<file path="config.mk">
export PLATFORM = sky130hd
export DESIGN_NAME = callsign_hash_base38_unit_flat
export DESIGN_NICKNAME = d
export VERILOG_FILES = /design/src/rtl/cshb_pkg.sv /design/src/rtl/cshb_char_if.sv /design/src/rtl/cshb_hash_if.sv /design/src/rtl/callsign_hash_base38_unit.sv /design/src/rtl/cshb_front.sv /design/src/rtl/cshb_queue.sv /design/src/rtl/cshb_back.sv /design/src/flat_wrapper.sv
export SDC_FILE = /design/constraint.sdc
export NUM_CORES = 2
export LEC_CHECK = 0
export ABC_CLOCK_PERIOD_IN_PS = 8100
export BUFFER_PORTS_ARGS = -buffer_cell sky130_fd_sc_hd__buf_2
export CAP_MARGIN = 20
export CORE_ASPECT_RATIO = 1.5
export CORE_MARGIN = 1.5
export CORE_UTILIZATION = 26
export CTS_CLUSTER_DIAMETER = 50
export DETAILED_ROUTE_END_ITERATION = 6
export GPL_TIMING_DRIVEN = 0
export PLACE_DENSITY = 0.44
export SYNTH_ARGS = -nofsm -noshare
export SYNTH_HDL_FRONTEND = slang
export SYNTH_HIERARCHICAL = 1
export SYNTH_SLANG_ARGS = --single-unit
</file>
<file path="constraint.sdc">
create_clock -name clk -period 8.1 [get_ports clk]
set_input_delay 0.81 -clock clk [delete_from_list [all_inputs] [get_ports clk]]
set_output_delay 0.81 -clock clk [all_outputs]
set_load 0.02 [all_outputs]
</file>
<file path="src/rtl/cshb_pkg.sv">
// Package: types, constants and symbol mapping for the base-38 callsign hash.
package cshb_pkg;

    localparam int ACC_W  = 64;
    localparam int CNT_W  = 4;
    localparam int BYTE_W = 8;
    localparam int SYM_W  = 6;
    localparam int H22_W  = 22;
    localparam int H12_W  = 12;
    localparam int H10_W  = 10;
    localparam int HALF_W = 32;

    localparam logic [35:0] HASH_MULT = 36'd47055833459;
    localparam logic [HALF_W-1:0] HASH_MULT_LO = HASH_MULT[31:0];
    localparam logic [3:0]        HASH_MULT_HI = HASH_MULT[35:32];

    localparam logic [SYM_W-1:0] SYM_SPACE = 6'd0;
    localparam logic [SYM_W-1:0] SYM_DIGIT = 6'd1;
    localparam logic [SYM_W-1:0] SYM_ALPHA = 6'd11;
    localparam logic [SYM_W-1:0] SYM_SLASH = 6'd37;

    typedef struct packed {
        logic [ACC_W-1:0] acc;
        logic [CNT_W-1:0] count;
    } job_t;

    typedef enum logic [2:0] {
        B_IDLE,
        B_PAD,
        B_MUL_LO,
        B_MUL_HI,
        B_FIN
    } back_state_t;

    function automatic logic [SYM_W-1:0] sym_of(input logic [BYTE_W-1:0] b);
        logic [BYTE_W-1:0] c;
        logic [SYM_W-1:0]  s;
        c = b;
        if (c inside {[8'h61:8'h7A]})
            c = c - 8'h20;
        if (c inside {[8'h30:8'h39]})
            s = SYM_DIGIT + SYM_W'(c - 8'h30);
        else if (c inside {[8'h41:8'h5A]})
            s = SYM_ALPHA + SYM_W'(c - 8'h41);
        else if (c == 8'h2F)
            s = SYM_SLASH;
        else
            s = SYM_SPACE;
        return s;
    endfunction

    function automatic logic [ACC_W-1:0] times38(input logic [ACC_W-1:0] v);
        return (v << 5) + (v << 2) + (v << 1);
    endfunction

endpackage

</file>
<file path="src/rtl/cshb_char_if.sv">
// Interface: character input channel.
interface cshb_char_if
    import cshb_pkg::*;
();
    logic              valid;
    logic              ready;
    logic [BYTE_W-1:0] char_byte;
    logic              last_char;

    modport source (output valid, output char_byte, output last_char, input ready);
    modport sink   (input valid, input char_byte, input last_char, output ready);
endinterface

</file>
<file path="src/rtl/cshb_hash_if.sv">
// Interface: hash result channel.
interface cshb_hash_if
    import cshb_pkg::*;
();
    logic             valid;
    logic             ready;
    logic [H22_W-1:0] hash22;
    logic [H12_W-1:0] hash12;
    logic [H10_W-1:0] hash10;

    modport source (output valid, output hash22, output hash12, output hash10, input ready);
    modport sink   (input valid, input hash22, input hash12, input hash10, output ready);
endinterface

</file>
<file path="src/rtl/callsign_hash_base38_unit.sv">
// Top level of the base-38 callsign hash unit.
// Characters are taken one per cycle while the queue has room; each callsign's
// base-38 value enters a two-entry queue on its last character. The back end then
// fetches each callsign, pads it by one multiply by 38 per missing symbol plus a
// check, runs the split 64-by-36-bit constant multiply built from 32x32 partial
// products in its low and high halves, and loads the output register. The front
// stalls only while the queue holds two callsigns; the result waits in its own
// register until taken.
module callsign_hash_base38_unit
    import cshb_pkg::*;
#(
    parameter int FIELD_CHARS = 11
)(
    input  logic        clk,
    input  logic        rst_n,
    cshb_char_if.sink   char_in,
    cshb_hash_if.source hash_out
);

    logic q_full;
    logic q_empty;
    logic q_push;
    logic q_pop;
    job_t push_job;
    job_t pop_job;

    cshb_front #(.FIELD_CHARS(FIELD_CHARS)) u_front (
        .clk     (clk),
        .rst_n   (rst_n),
        .char_in (char_in),
        .q_full  (q_full),
        .q_push  (q_push),
        .q_job   (push_job)
    );

    cshb_queue u_queue (
        .clk      (clk),
        .rst_n    (rst_n),
        .push     (q_push),
        .push_job (push_job),
        .full     (q_full),
        .pop      (q_pop),
        .pop_job  (pop_job),
        .empty    (q_empty)
    );

    cshb_back #(.FIELD_CHARS(FIELD_CHARS)) u_back (
        .clk      (clk),
        .rst_n    (rst_n),
        .q_empty  (q_empty),
        .q_job    (pop_job),
        .q_pop    (q_pop),
        .hash_out (hash_out)
    );

endmodule

</file>
<file path="src/rtl/cshb_front.sv">
// Front end: takes characters, folds them to symbols and builds the base-38 value.
module cshb_front
    import cshb_pkg::*;
#(
    parameter int FIELD_CHARS = 11
)(
    input  logic             clk,
    input  logic             rst_n,
    cshb_char_if.sink        char_in,
    input  logic             q_full,
    output logic             q_push,
    output job_t             q_job
);

    logic [ACC_W-1:0] acc_reg, acc_next, acc_upd;
    logic [CNT_W-1:0] cnt_reg, cnt_next, cnt_upd;
    logic             ended_reg, ended_next, ended_upd;
    logic             accept;
    logic             take;
    logic             zero_byte;

    assign char_in.ready = !q_full;
    assign accept        = char_in.valid && char_in.ready;
    assign zero_byte     = (char_in.char_byte == '0);

    always_comb
    begin
        take      = !ended_reg && !zero_byte && (cnt_reg < CNT_W'(FIELD_CHARS));
        acc_upd   = take ? times38(acc_reg) + ACC_W'(sym_of(char_in.char_byte)) : acc_reg;
        cnt_upd   = take ? cnt_reg + 1'b1 : cnt_reg;
        ended_upd = ended_reg || zero_byte;

        acc_next   = acc_reg;
        cnt_next   = cnt_reg;
        ended_next = ended_reg;
        if (accept)
        begin
            if (char_in.last_char)
            begin
                acc_next   = '0;
                cnt_next   = '0;
                ended_next = 1'b0;
            end
            else
            begin
                acc_next   = acc_upd;
                cnt_next   = cnt_upd;
                ended_next = ended_upd;
            end
        end
    end

    assign q_push    = accept && char_in.last_char;
    assign q_job.acc   = acc_upd;
    assign q_job.count = cnt_upd;

    always_ff @(posedge clk or negedge rst_n)
    begin
        if (!rst_n)
        begin
            acc_reg   <= '0;
            cnt_reg   <= '0;
            ended_reg <= 1'b0;
        end
        else
        begin
            acc_reg   <= acc_next;
            cnt_reg   <= cnt_next;
            ended_reg <= ended_next;
        end
    end

endmodule

</file>
<file path="src/rtl/cshb_queue.sv">
// Two-entry queue of finished callsign values between front and back.
module cshb_queue
    import cshb_pkg::*;
(
    input  logic clk,
    input  logic rst_n,
    input  logic push,
    input  job_t push_job,
    output logic full,
    input  logic pop,
    output job_t pop_job,
    output logic empty
);

    localparam int DEPTH = 2;
    localparam int PTR_W = $clog2(DEPTH);
    localparam int FILL_W = $clog2(DEPTH + 1);

    job_t              mem [DEPTH];
    logic [PTR_W-1:0]  wr_reg, wr_next;
    logic [PTR_W-1:0]  rd_reg, rd_next;
    logic [FILL_W-1:0] fill_reg, fill_next;

    assign full    = (fill_reg == FILL_W'(DEPTH));
    assign empty   = (fill_reg == '0);
    assign pop_job = mem[rd_reg];

    always_comb
    begin
        wr_next   = push ? wr_reg + 1'b1 : wr_reg;
        rd_next   = pop ? rd_reg + 1'b1 : rd_reg;
        fill_next = fill_reg + FILL_W'(push) - FILL_W'(pop);
    end

    always_ff @(posedge clk)
    begin
        if (push)
            mem[wr_reg] <= push_job;
    end

    always_ff @(posedge clk or negedge rst_n)
    begin
        if (!rst_n)
        begin
            wr_reg   <= '0;
            rd_reg   <= '0;
            fill_reg <= '0;
        end
        else
        begin
            wr_reg   <= wr_next;
            rd_reg   <= rd_next;
            fill_reg <= fill_next;
        end
    end

    a_no_overflow: assert property (@(posedge clk) disable iff (!rst_n) !(push && full))
        else $error("queue push while full");
    a_no_underflow: assert property (@(posedge clk) disable iff (!rst_n) !(pop && empty))
        else $error("queue pop while empty");

endmodule

</file>
<file path="src/rtl/cshb_back.sv">
// Back end: pads the value, multiplies by the hash constant and holds the result.
module cshb_back
    import cshb_pkg::*;
#(
    parameter int FIELD_CHARS = 11
)(
    input  logic          clk,
    input  logic          rst_n,
    input  logic          q_empty,
    input  job_t          q_job,
    output logic          q_pop,
    cshb_hash_if.source   hash_out
);

    back_state_t       state_reg, state_next;
    logic [ACC_W-1:0]  n_reg, n_next;
    logic [CNT_W-1:0]  cnt_reg, cnt_next;
    logic [ACC_W-1:0]  lo_reg, lo_next;
    logic [HALF_W-1:0] hi_reg, hi_next;
    logic              out_valid_reg, out_valid_next;
    logic [H22_W-1:0]  h22_reg, h22_next;
    logic              load_out;
    logic [HALF_W-1:0] top_sum;
    logic [HALF_W-1:0] prod_hh;
    logic [HALF_W-1:0] prod_lh;

    assign top_sum = lo_reg[ACC_W-1:HALF_W] + hi_reg;
    assign prod_hh = n_reg[ACC_W-1:HALF_W] * HASH_MULT_LO;
    assign prod_lh = n_reg[HALF_W-1:0] * HALF_W'(HASH_MULT_HI);

    always_comb
    begin
        state_next     = state_reg;
        n_next         = n_reg;
        cnt_next       = cnt_reg;
        lo_next        = lo_reg;
        hi_next        = hi_reg;
        h22_next       = h22_reg;
        q_pop          = 1'b0;
        load_out       = 1'b0;
        out_valid_next = out_valid_reg && !hash_out.ready;
        case (state_reg)
            B_IDLE:
            begin
                if (!q_empty)
                begin
                    q_pop      = 1'b1;
                    n_next     = q_job.acc;
                    cnt_next   = q_job.count;
                    state_next = B_PAD;
                end
            end
            B_PAD:
            begin
                if (cnt_reg >= CNT_W'(FIELD_CHARS))
                    state_next = B_MUL_LO;
                else
                begin
                    n_next   = times38(n_reg);
                    cnt_next = cnt_reg + 1'b1;
                end
            end
            B_MUL_LO:
            begin
                lo_next    = n_reg[HALF_W-1:0] * HASH_MULT_LO;
                state_next = B_MUL_HI;
            end
            B_MUL_HI:
            begin
                hi_next    = prod_hh + prod_lh;
                state_next = B_FIN;
            end
            B_FIN:
            begin
                if (!out_valid_reg || hash_out.ready)
                begin
                    load_out       = 1'b1;
                    h22_next       = top_sum[HALF_W-1:HALF_W-H22_W];
                    out_valid_next = 1'b1;
                    state_next     = B_IDLE;
                end
            end
            default:
                state_next = B_IDLE;
        endcase
    end

    assign hash_out.valid  = out_valid_reg;
    assign hash_out.hash22 = h22_reg;
    assign hash_out.hash12 = h22_reg[H22_W-1:H22_W-H12_W];
    assign hash_out.hash10 = h22_reg[H22_W-1:H22_W-H10_W];

    always_ff @(posedge clk or negedge rst_n)
    begin
        if (!rst_n)
        begin
            state_reg     <= B_IDLE;
            out_valid_reg <= 1'b0;
        end
        else
        begin
            state_reg     <= state_next;
            out_valid_reg <= out_valid_next;
        end
    end

    always_ff @(posedge clk)
    begin
        n_reg   <= n_next;
        cnt_reg <= cnt_next;
        lo_reg  <= lo_next;
        hi_reg  <= hi_next;
        h22_reg <= h22_next;
    end

    a_load_sets_valid: assert property (@(posedge clk) disable iff (!rst_n)
        load_out |=> hash_out.valid)
        else $error("result loaded but not presented");
    a_pop_only_idle: assert property (@(posedge clk) disable iff (!rst_n)
        q_pop |-> (state_reg == B_IDLE) && !q_empty)
        else $error("queue popped outside idle");
    a_pad_bound: assert property (@(posedge clk) disable iff (!rst_n)
        (state_reg == B_MUL_LO) |-> (cnt_reg == CNT_W'(FIELD_CHARS)))
        else $error("padding count wrong at multiply");

endmodule

</file>
<file path="src/flat_wrapper.sv">
// flat-port wrapper written by rule: the top's interface ports become plain ports
module callsign_hash_base38_unit_flat import cshb_pkg::*;
#(
    parameter int FIELD_CHARS = 11
)
  (clk, rst_n, char_in_valid, char_in_char_byte, char_in_last_char, char_in_ready, hash_out_valid, hash_out_hash22, hash_out_hash12, hash_out_hash10, hash_out_ready);
  cshb_char_if char_in_i ();
  cshb_hash_if hash_out_i ();
  input  logic clk;
  input  logic rst_n;
  input wire logic [$bits(char_in_i.valid)-1:0] char_in_valid;
  input wire logic [$bits(char_in_i.char_byte)-1:0] char_in_char_byte;
  input wire logic [$bits(char_in_i.last_char)-1:0] char_in_last_char;
  output wire logic [$bits(char_in_i.ready)-1:0] char_in_ready;
  output wire logic [$bits(hash_out_i.valid)-1:0] hash_out_valid;
  output wire logic [$bits(hash_out_i.hash22)-1:0] hash_out_hash22;
  output wire logic [$bits(hash_out_i.hash12)-1:0] hash_out_hash12;
  output wire logic [$bits(hash_out_i.hash10)-1:0] hash_out_hash10;
  input wire logic [$bits(hash_out_i.ready)-1:0] hash_out_ready;
  assign char_in_i.valid = char_in_valid;
  assign char_in_i.char_byte = char_in_char_byte;
  assign char_in_i.last_char = char_in_last_char;
  assign char_in_ready = char_in_i.ready;
  assign hash_out_valid = hash_out_i.valid;
  assign hash_out_hash22 = hash_out_i.hash22;
  assign hash_out_hash12 = hash_out_i.hash12;
  assign hash_out_hash10 = hash_out_i.hash10;
  assign hash_out_i.ready = hash_out_ready;
  callsign_hash_base38_unit #(.FIELD_CHARS(FIELD_CHARS)) u_core (.clk(clk), .rst_n(rst_n), .char_in(char_in_i), .hash_out(hash_out_i));
endmodule
</file>
After elaboration in Yosys (flattened, before gate mapping)
Memories as Yosys holds them, arrays and structs flattened. Index checks and enable logic that the tools add are counted.

Register bits after elaboration: 263. Memory bits (writable): 136. Memories kept: 1.

$add $sub $neg: 18. Multiply operators: 3. Order comparisons: 8. Equal/unequal tests: 10. Multiplexer cells: 25. Reduce and logical (&&, ||, !) cells: 22.

Memories: u_core.u_queue.mem (words 2, bits a word 68, rd ports 1, clocked after memory_dff 0, wr ports 1, RTL line cshb_queue.sv:19) `job_t mem [DEPTH];`.

Operators with widths (count): adder 64 bit (4); 2-to-1 mux 64 bit (4); case mux 64 bit (2 select lines) (1); adder 32 bit (2); adder 64 x 6 -> 64 bit (1); multiplier 32 x 32 -> 64 bit, second input constant (1); multiplier 32 x 29 -> 32 bit, second input constant (1); multiplier 32 x 3 -> 31 bit, second input constant (1); 2-to-1 mux 6 bit (3); >= comparator 8 x 7 -> 1 bit, second input constant (2); <= comparator 8 x 7 -> 1 bit, second input constant (2); 2-to-1 mux 4 bit (4); case mux 3 bit (5 select lines) (1); 2-to-1 mux 3 bit (3); adder 4 x 1 -> 4 bit, second input constant (2); equality test 8 x 6 -> 1 bit, second input constant (1); >= comparator 8 x 6 -> 1 bit, second input constant (1); <= comparator 8 x 6 -> 1 bit, second input constant (1); logical AND 1 bit (8); zero test 8 bit (1); 2-to-1 mux 8 bit (1); inequality test 2 bit, second input constant (4); case mux 4 bit (2 select lines) (1); subtractor 8 x 6 -> 8 bit, second input constant (1); 21 further kinds (35).

Depth between registers and ports, before layout
Word-level depth: 10. Depth in mapped cells: 34. Mapped depth without buffers: 34.

By module
The synthesis kept the hierarchy.

By module, submodules not included: cshb_back (instances 1, cells each 4006, area each 40760.3 sq um, sequential area each 4724.5 sq um); cshb_front (instances 1, cells each 1069, area each 9480.3 sq um, sequential area each 1726.7 sq um); cshb_queue (instances 1, cells each 227, area each 5146.2 sq um, sequential area each 4184.0 sq um).

Least setup slack after synthesis
No wires, ideal clock.

Path type: register to register. Start: register u_core.u_back.n_reg[4]. End: register u_core.u_back.hi_reg[31] (data pin). Arrival: 8.049 ns. Slack: -0.207 ns. Cell stages (with the launch flop): 35. Cell sequence: edfxtp_1 > ha_1 > xor2_1 > ha_1 > a21oi_1 > o311a_1 > a211o_1 > a21oi_1 > nor2_1 > nor3b_1 > a21oi_1 > nor3b_1 > a21oi_1 > xor2_1 > fa_1 > inv_1 > ha_1 > fa_1 > fa_1 > ha_1 > fa_1 > inv_1 > fa_1 > inv_1 > ha_1 > o21ai_0 > nand2b_1 > a21oi_1 > a31oi_1 > a221oi_2 > o21ai_1 > nor4_2 > o31ai_1 > o41a_1 > xnor2_1.

Word-level cells in the longest chain between the ends: 2.

RTL lines: start: declaration (RTL line cshb_back.sv:16) `logic [ACC_W-1:0] n_reg, n_next;`; start signal: assignment (RTL line cshb_back.sv:109) `n_reg <= n_next;`; multiplier 32 x 3 -> 31 bit (RTL line cshb_back.sv:29) `assign prod_lh = n_reg[HALF_W-1:0] * HALF_W'(HASH_MULT_HI);`; adder 32 bit (RTL line cshb_back.sv:70) `hi_next = prod_hh + prod_lh;`; end signal: assignment (RTL line cshb_back.sv:112) `hi_reg <= hi_next;`; end: declaration (RTL line cshb_back.sv:19) `logic [HALF_W-1:0] hi_reg, hi_next;`.

No other way between the ends. A chain may end at the register's enable or synchronous reset.

Final worst setup path
Start: register u_core.u_back.n_reg[2]. End: register u_core.u_back.hi_reg[30] (data pin).

Same word-level chain as after synthesis.

==> impl_metrics.ini <==
[floorplanning]
pin_count = 59
die_h_um = 568
start_util_pct = 26.1
dieArea_um2 = 216000
die_w_um = 380
row_count = 207
core-area_um2 = 212000

[sta]
tightest_slew_ns = 1.13
hold_viol = 0
finalSetupViolCount = 16
final-max-slew-violation-count = 0
fin_skew_ns = 0.0603
rsz0062_at_grt = yes
period_needed_ns = 8.63
whs_ns = 0.0504
fmax_mhz = 116
slew_headroom_pct = 24.4
worst_slack_ns = -0.529
fin_crit_sh_pct = 107

[clocking]
cts_num_sinks = 367
cts_tree = done
insertion_delay_ns = 0.67
cts_buffer_depth = 3
cts_hold_buf = 0
clock-root-buffer = clkbuf_16
clkSlewWorstSetupHoldPaths_ns = 0.06
cts_max_level = 2
cts_made_buffers = 50

[status]
outcome = complete, but fails checks
violations = negative setup slack

[setup_path]
cp_common_cell = ha_4
rr_startpoint = u_core/u_back/n_reg[2]
cp.arrival_ns = 8.99
crit_type = reg2reg
critPathLaunchType = register
r2r_slack_ns = -0.53
cp-end-kind = register
rr_worst_depth = 34
slowest_stage = edfxtp_1
r2r-end = u_core/u_back/hi_reg[30]
crit_required_ns = 8.46
crit_fanout = 4
max_stage_delay_ns = 0.53

[drt]
detail_route.iter0.violations = 1424
post_drt_wl_per_cell_um = 20.3
via_count = 38100
avgViaCountPerCell = 4.53
ant_nets = 0
first_pass_iters = 5
drt_wl_total_um = 170000
drc_errors = 0

[logic_synthesis]
post_synth.cell_area_avg_um2 = 10.4
yosysWarnings = 6
synth-seq-area-share_pct = 19.2
synth-async-reset-ratio_pct = 21.0
ys_seq_elements = 367
syn-cell-area_um2 = 55400
ys.flop_type = edfxtp_1
netlist_instances = 5302
syn_nets = 6970
synth_edf_count = 290
ys_types = 117

[global_routing]
grt_pass1_vias = 42100
grt_use_total_pct = 15.8
grt_max_degree = 61
grt_pass1_wl_um = 258000
antenna_found_initial = 1
gr-total-overflow = 0

[run]
cap_violations = 0

[place]
gp_congestion = 0.887
postPlaceCellArea_um2 = 59700
io_buffers = 55
place_hpwl_um = 145000
dp.cells = 8196

[finish]
final_area_um2 = 63500
syn2layout_area_growth_pct = 14.7
final_cells = 8404
largest_register_ff_count = 136
num-nets-final = 7209
drive_gt1_share_pct = 11.4

[hold_path]
hold_class = in2async
[routing by layer]
layer	vias up	wire length (um)	track usage (%)
met2	511	97200	32.3
met1	19200	63000	16.6
met5	-	0	0
met4	0	7230	5.86
li1	18100	-	-
met3	215	2760	0.794
[kinds of logic after synthesis]
logic type | Yosys count | share of synthesized area [%]
xor gates and xnor gates | 296 | 4.71
adders and majority gates | 1655 | 48.0
and+or+nand+nor | 770 | 6.65
DFF | 367 | 19.2
muxes | 74 | 1.57
AOI/OAI and AO/OA | 924 | 11.2
buffers and inverters | 1216 | 8.59
[worst max-delay path by stage]
stage	endpoint	start	slack, ns	cells past startpoint
2_1_floorplan	u_core/u_back/hi_reg[30]	u_core/u_back/n_reg[4]	-0.01	30
3_3_place_gp	u_core/u_back/hi_reg[31]	u_core/u_back/n_reg[1]	-2.06	28
3_5_place_dp	u_core/u_back/hi_reg[31]	u_core/u_back/n_reg[5]	-1.90	27
4_1_cts	u_core/u_back/hi_reg[30]	u_core/u_back/n_reg[2]	-0.64	33
5_1_grt	u_core/u_back/hi_reg[31]	u_core/u_back/n_reg[11]	-0.75	29
6_report	u_core/u_back/hi_reg[30]	u_core/u_back/n_reg[2]	-0.53	34
[metrics by stage]
step	utilization, %	setup TNS (ns)	setup slack (ns)
after CTS	29.8	-4.45	-0.643
after floorplan	-	-0.0138	-0.0138
final	30.0	-2.45	-0.529
after detailed placement	28.2	-46.54	-1.90
after global routing	30.0	-8.25	-0.750
after global placement	28.0	-52.97	-2.06
[critical path, delay by kind of cell (launching register included)]
kind / cells / cell delay [ns]
adder cells (fa/ha/maj): 10 / 3.60
AO/OA/AOI/OAI: 15 / 2.95
XOR/XNOR: 3 / 0.62
flip-flops: 1 / 0.53
buffers and inverters: 4 / 0.32
AND/OR/NAND/NOR: 2 / 0.28
[what timing repair did]
action,CTS,global route
endpoints found under the setup margin,48,32
pin swaps,79,71
setup buffers,110,21
resized for setup,152,66
[cell type report]
cell class                      instances  area [um^2]
Multi-Input combinational cell       3719        41100
Fill cell                           22300       148000
Clock inverter                         29          367
Antenna cell                            2         5.00
Timing Repair Buffer                  194         1720
Inverter                             1096         4120
Buffer                                113          618
Sequential cell                       367        10600
Clock buffer                           63         1400
Tap cell                             2821         3530
[placed cells by master, fill, tap and decap left out, types with 30 or more instances in the layout]
cell,netlist,routed
a21oi_1,219,202
nor2_1,149,143
a21o_1,105,104
clkbuf_1,66,67
clkbuf_16,0,56
a22o_1,41,41
edfxtp_1,290,290
nand4_1,34,34
buf_4,26,119
inv_1,1095,1080
mux2_2,61,61
nand3_1,43,41
o21bai_1,38,38
fa_1,786,773
dfrtp_1,77,77
nand2_1,319,316
o21ai_0,235,226
xor2_1,93,80
xnor2_1,202,181
o21a_1,30,30
buf_2,15,69
nor3_1,46,42
ha_1,869,841
[synth_stat cells (all sizes together), types with 5 or more instances]
cell     instances  share of area (%)
a211oi          30               0.47
xnor2          202                3.2
a221oi           9               0.19
mux2            71                1.5
buf             47               0.59
a21o           108                1.5
a22o            41               0.65
nand2          319                2.2
a22oi            5              0.068
or3             15               0.17
and4             8               0.13
inv           1095                7.4
o311ai           6               0.12
nor2b           23               0.26
or2              7              0.079
o221ai          21               0.34
o22ai            9               0.10
a21boi           8               0.13
nand3           43               0.39
o31ai           17               0.30
nor3            50               0.49
o21bai          39               0.54
nand2b          27               0.31
o21a            30               0.41
edfxtp         290                 16
nand4           34               0.38
ha             869                 20
nor3b            8               0.12
fa             786                 28
nand3b           5              0.090
o211ai          16               0.23
a31o             5               0.11
a41oi            6               0.14
nor4            11               0.15
and3            24               0.27
a31oi           25               0.31
a2111oi          6               0.11
dfrtp           77                3.5
a21oi          227                2.1
o31a             5              0.079
o21ai          264                2.4
clkbuf          73               0.57
and2            30               0.34
nor2           149                1.0
xor2            93                1.5
Power is left out: the tool's default activity adds up to more than one toggle a clock period on the data nets, which glitch-free logic cannot reach.
